[src/design/tlst_ram.sv]
// Generic single-write, single-read synchronous RAM with registered read data.
module tlst_ram #(
    parameter int WIDTH = 8,
    parameter int DEPTH = 2
) (
    input  logic                     aclk,
    input  logic                     we,
    input  logic [$clog2(DEPTH)-1:0] waddr,
    input  logic [WIDTH-1:0]         wdata,
    input  logic [$clog2(DEPTH)-1:0] raddr,
    output logic [WIDTH-1:0]         rdata
);

    logic [WIDTH-1:0] mem [DEPTH];

    // Write port and registered read port
    always_ff @(posedge aclk) begin
        if (we) begin
            mem[waddr] <= wdata;
        end
        rdata <= mem[raddr];
    end

endmodule

[config.mk]
export PLATFORM = sky130hd
export DESIGN_NAME = tlst_ram
export DESIGN_NICKNAME = d
export VERILOG_FILES = /design/src/design/tlst_ram.sv
export SDC_FILE = /design/constraint.sdc
export NUM_CORES = 1
export LEC_CHECK = 0
export BUFFER_PORTS_ARGS = -buffer_cell sky130_fd_sc_hd__clkbuf_2
export CAP_MARGIN = 20
export CORE_MARGIN = 5
export CORE_UTILIZATION = 30
export DETAILED_ROUTE_END_ITERATION = 7
export PLACE_DENSITY = 0.52
export SLEW_MARGIN = 15
export SYNTH_ARGS = -nofsm -noshare
export SYNTH_HDL_FRONTEND = slang
export SYNTH_SLANG_ARGS = --single-unit
[constraint.sdc]
create_clock -name aclk -period 1.9 [get_ports aclk]
set_input_delay 0.095 -clock aclk [delete_from_list [all_inputs] [get_ports aclk]]
set_output_delay 0.095 -clock aclk [all_outputs]
set_load 0.05 [all_outputs]
Yosys cells after proc, flatten, opt, wreduce, memory -nomap -nowiden
Memories as Yosys holds them, arrays and structs flattened. A register that Yosys moved wholly into a read port is not among the register bits.
Index checks and enable logic that the tools add are counted.
- flip-flop bits (word level): 0
- bits in writable memories: 16
- input bits: 12
- output and inout port bits: 8
- logic and storage cells: 3
- memories kept: 1
- memories (memory ; words ; bits a word ; read ports ; clocked after Yosys merged registers in ; wr ports ; line ; RTL):
    mem ; 2 ; 8 ; 1 ; 1 ; 1 ; 14 ; logic [WIDTH-1:0] mem [DEPTH];
- muxes and demuxes: 2
- operators by type and width (cell ; count):
    $mux W1 ; 2

Longest topological paths before layout
- depth in word-level cells: 2
- depth in mapped cells: 2
- mapped depth without buffers: 1

Worst setup path before layout
No wires, ideal clock.
- kind: in2reg
- from: input port we
- to: memory mem[0][0] (enable)
- library setup time: 373 ps
- arrival: 515 ps
- required time: 1527 ps
- path slack: 1012 ps
- cell stages on the path: 1
- buffers on the path: 0
- cells stage by stage: nor2b_1
- longest elaborated chain between the ends: 2
- RTL lines (element ; line ; RTL):
    from (decl) ; 7 ; input logic we,
    $mux W1 ; 18 ; if (we) begin
    $mux W1 (not written as such) ; 19 ; mem[waddr] <= wdata;
    to (decl) ; 14 ;
No other way between the ends.

Final worst setup path
- from: register rdata[1] (read register of mem)
- to: output port rdata[1]
- RTL lines (element ; line ; RTL):
    from (decl) ; 11 ; output logic [WIDTH-1:0] rdata
No word-level cell between the ends.

==> run summary <==
GR Util All Layers: 0.0633
#FFs+latches synth: 24
PD cells: 939 nW/um2
Number of DRC markers in iteration 0: 1
Num CTS Buffers: 3
Final wirelength: 1030 um
Clock tree buffer depth: 2
Critical Path, Cell by Cell: clkbuf_2
Dpl cells: 83
Post-synth EDFFs: 16
Per-cell routed wire length: 10.9 um
Register area share after synthesis: 0.817
Synth warn: 0
Post-Syn Nets: 47
Post-synth top cells: edfxtp_1, dfxtp_1, mux2_4
Die height: 61.1 um
WP buf/inv: 1
Fin nets: 78
Least-Margin Pin Slew: 0.652 ns
Post-synth cell types: 6
Setup Skew: 0.00375 ns
Pin count of the biggest net entering global routing: 14
CP max stage delay: 0.33 ns
Setup violators final: 0
Clk slew on worst S/H paths: 0.12 ns
DIE WIDTH: 61.1 um
Cell count after synthesis: 35
Fin Setup TNS: 0 ns
Tcrit/Tclk final: 0.520
Max-slew violations: 0
Final Hold Vio Count: 0
# rows: 18
Most common cell in the netlist: edfxtp_1
First-pass GRT wire length: 1640 um
Clk_lat worst skew: 0.30 ns
Worst rel slew slack: 0.565
Fin crit period: 0.988 ns
TritonCTS Sinks: 24
Post-synth ARST share: 0
Ant. Diodes: 0
Yosys top cell by area: edfxtp_1
IO buf count: 19
Crit path kind: reg2out
MaxCap Viol Count: 0
Crit. End Element: primary output
Critical-path maximum fanout: 1
Final Non-Filler Cells: 95
RSZ-0062 raised after global routing: no
ANT nets after route: 0
Effective utilization at floorplan: 0.314
Initial antenna violation count: 0
H-tree levels: 1
CTS-repair resized insts: 0
Mapped Area: 785 um2
Area delta synth->final: 29.0%
Share of layout cells above drive strength 1: 0.462
Status: completed
Vias post-DR: 370
FMAX: 1.01 GHz
Hold Crit Class: in2reg
Top post-synthesis cells by area: edfxtp_1, dfxtp_1, mux2_4
Vias in the first global route: 370
Pleak: 0.000416 uW
Clock root cell: clkbuf_4
Worst setup SP type: flop
CTS tree: built
Gr ovfl total: 0
Die area: 3740 um2
Vias per cell: 3.89
Layout Utilization: 0.405
Top cell type's share of synthesized area: 0.612
Ys flop type: edfxtp_1
Worst Path Required: 1.80 ns
DRC: 0
Syn avg cell area: 22.4 um2
Pre-antenna DRT Iters: 2
WP data arrival: 0.89 ns
Crit path max-delay family: flip-flops
Placer Congestion: 0.598
CP max stage cell: dfxtp_1
Core ar.: 2500 um2
Max VDD drop: 528 uV
Top Ports: 20
## area by class of cell
class / count / area [um2]
Fill cell: 217 / 1490
Timing Repair Buffer: 27 / 175
Multi-Input combinational cell: 10 / 133
Sequential cell: 24 / 641
Clock buffer: 3 / 22.5
Tap cell: 30 / 37.5
Clock inverter: 1 / 3.75
## worst paths after layout
check,from,end,slack [ns],depth (start not counted)
max,rdata[1],rdata[1],0.91,1
min,waddr,mem[0][4],0.21,2
max reg2reg,mem[0][6],rdata[6],1.15,1
min reg2reg,mem[1][4],rdata[4],0.48,1
## cell usage in the layout (no fill, tap or decap)
| cell | instances |
|---|---|
| edfxtp_1 | 16 |
| clkinv_1 | 1 |
| nor2b_1 | 1 |
| mux2_4 | 8 |
| dlygate4sd3_1 | 8 |
| dfxtp_1 | 8 |
| clkbuf_4 | 3 |
| and2_1 | 1 |
| clkbuf_2 | 19 |
## kinds of logic after synthesis
kind of cell           after synthesis  share of synthesized area
multiplexers                         8                      0.153
AND/OR/NAND/NOR                      2                     0.0160
flip-flops                          24                      0.817
buffers and inverters                1                     0.0144
## state kept, by name (all words and copies together) (netlist names)
| name | cells |
|---|---|
| mem | 16 |
| rdata | 8 |
## metrics by stage
stage          instance area [um2]  hold WS, ns  power (uW)  setup WS (ns)
3_5_place_dp                   906        0.288         743          0.781
4_1_cts                       1010        0.209         971          0.886
3_3_place_gp                   906        0.286         741          0.812
6_report                      1010        0.211         951          0.912
2_1_floorplan                  785        0.194         710           1.01
5_1_grt                       1010        0.207        1000          0.847
## what timing repair did
| item | 4_1_cts | 5_1_grt |
|---|---|---|
| endpoints found under the hold margin | 16 | 0 |
| hold buffers | 8 | 0 |
| buffers inserted | 0 | 0 |
## power breakdown
group          switching [uW]  internal [uW]  leakage (uW)
Clock                     134           76.5     0.0000154
Combinational            82.1           52.1      0.000183
Sequential               8.63            598      0.000218
Total                     225            726      0.000416
## metal layers
layer	share of wire	global-route usage	vias up
met1	0.34	0.0619	169
li1	-	-	188
met4	0	0.00929	0
met2	0.57	0.116	13
met5	0	0	-
met3	0.090	0.0377	0
No activity file was read; power rests on OpenSTA's default activity.
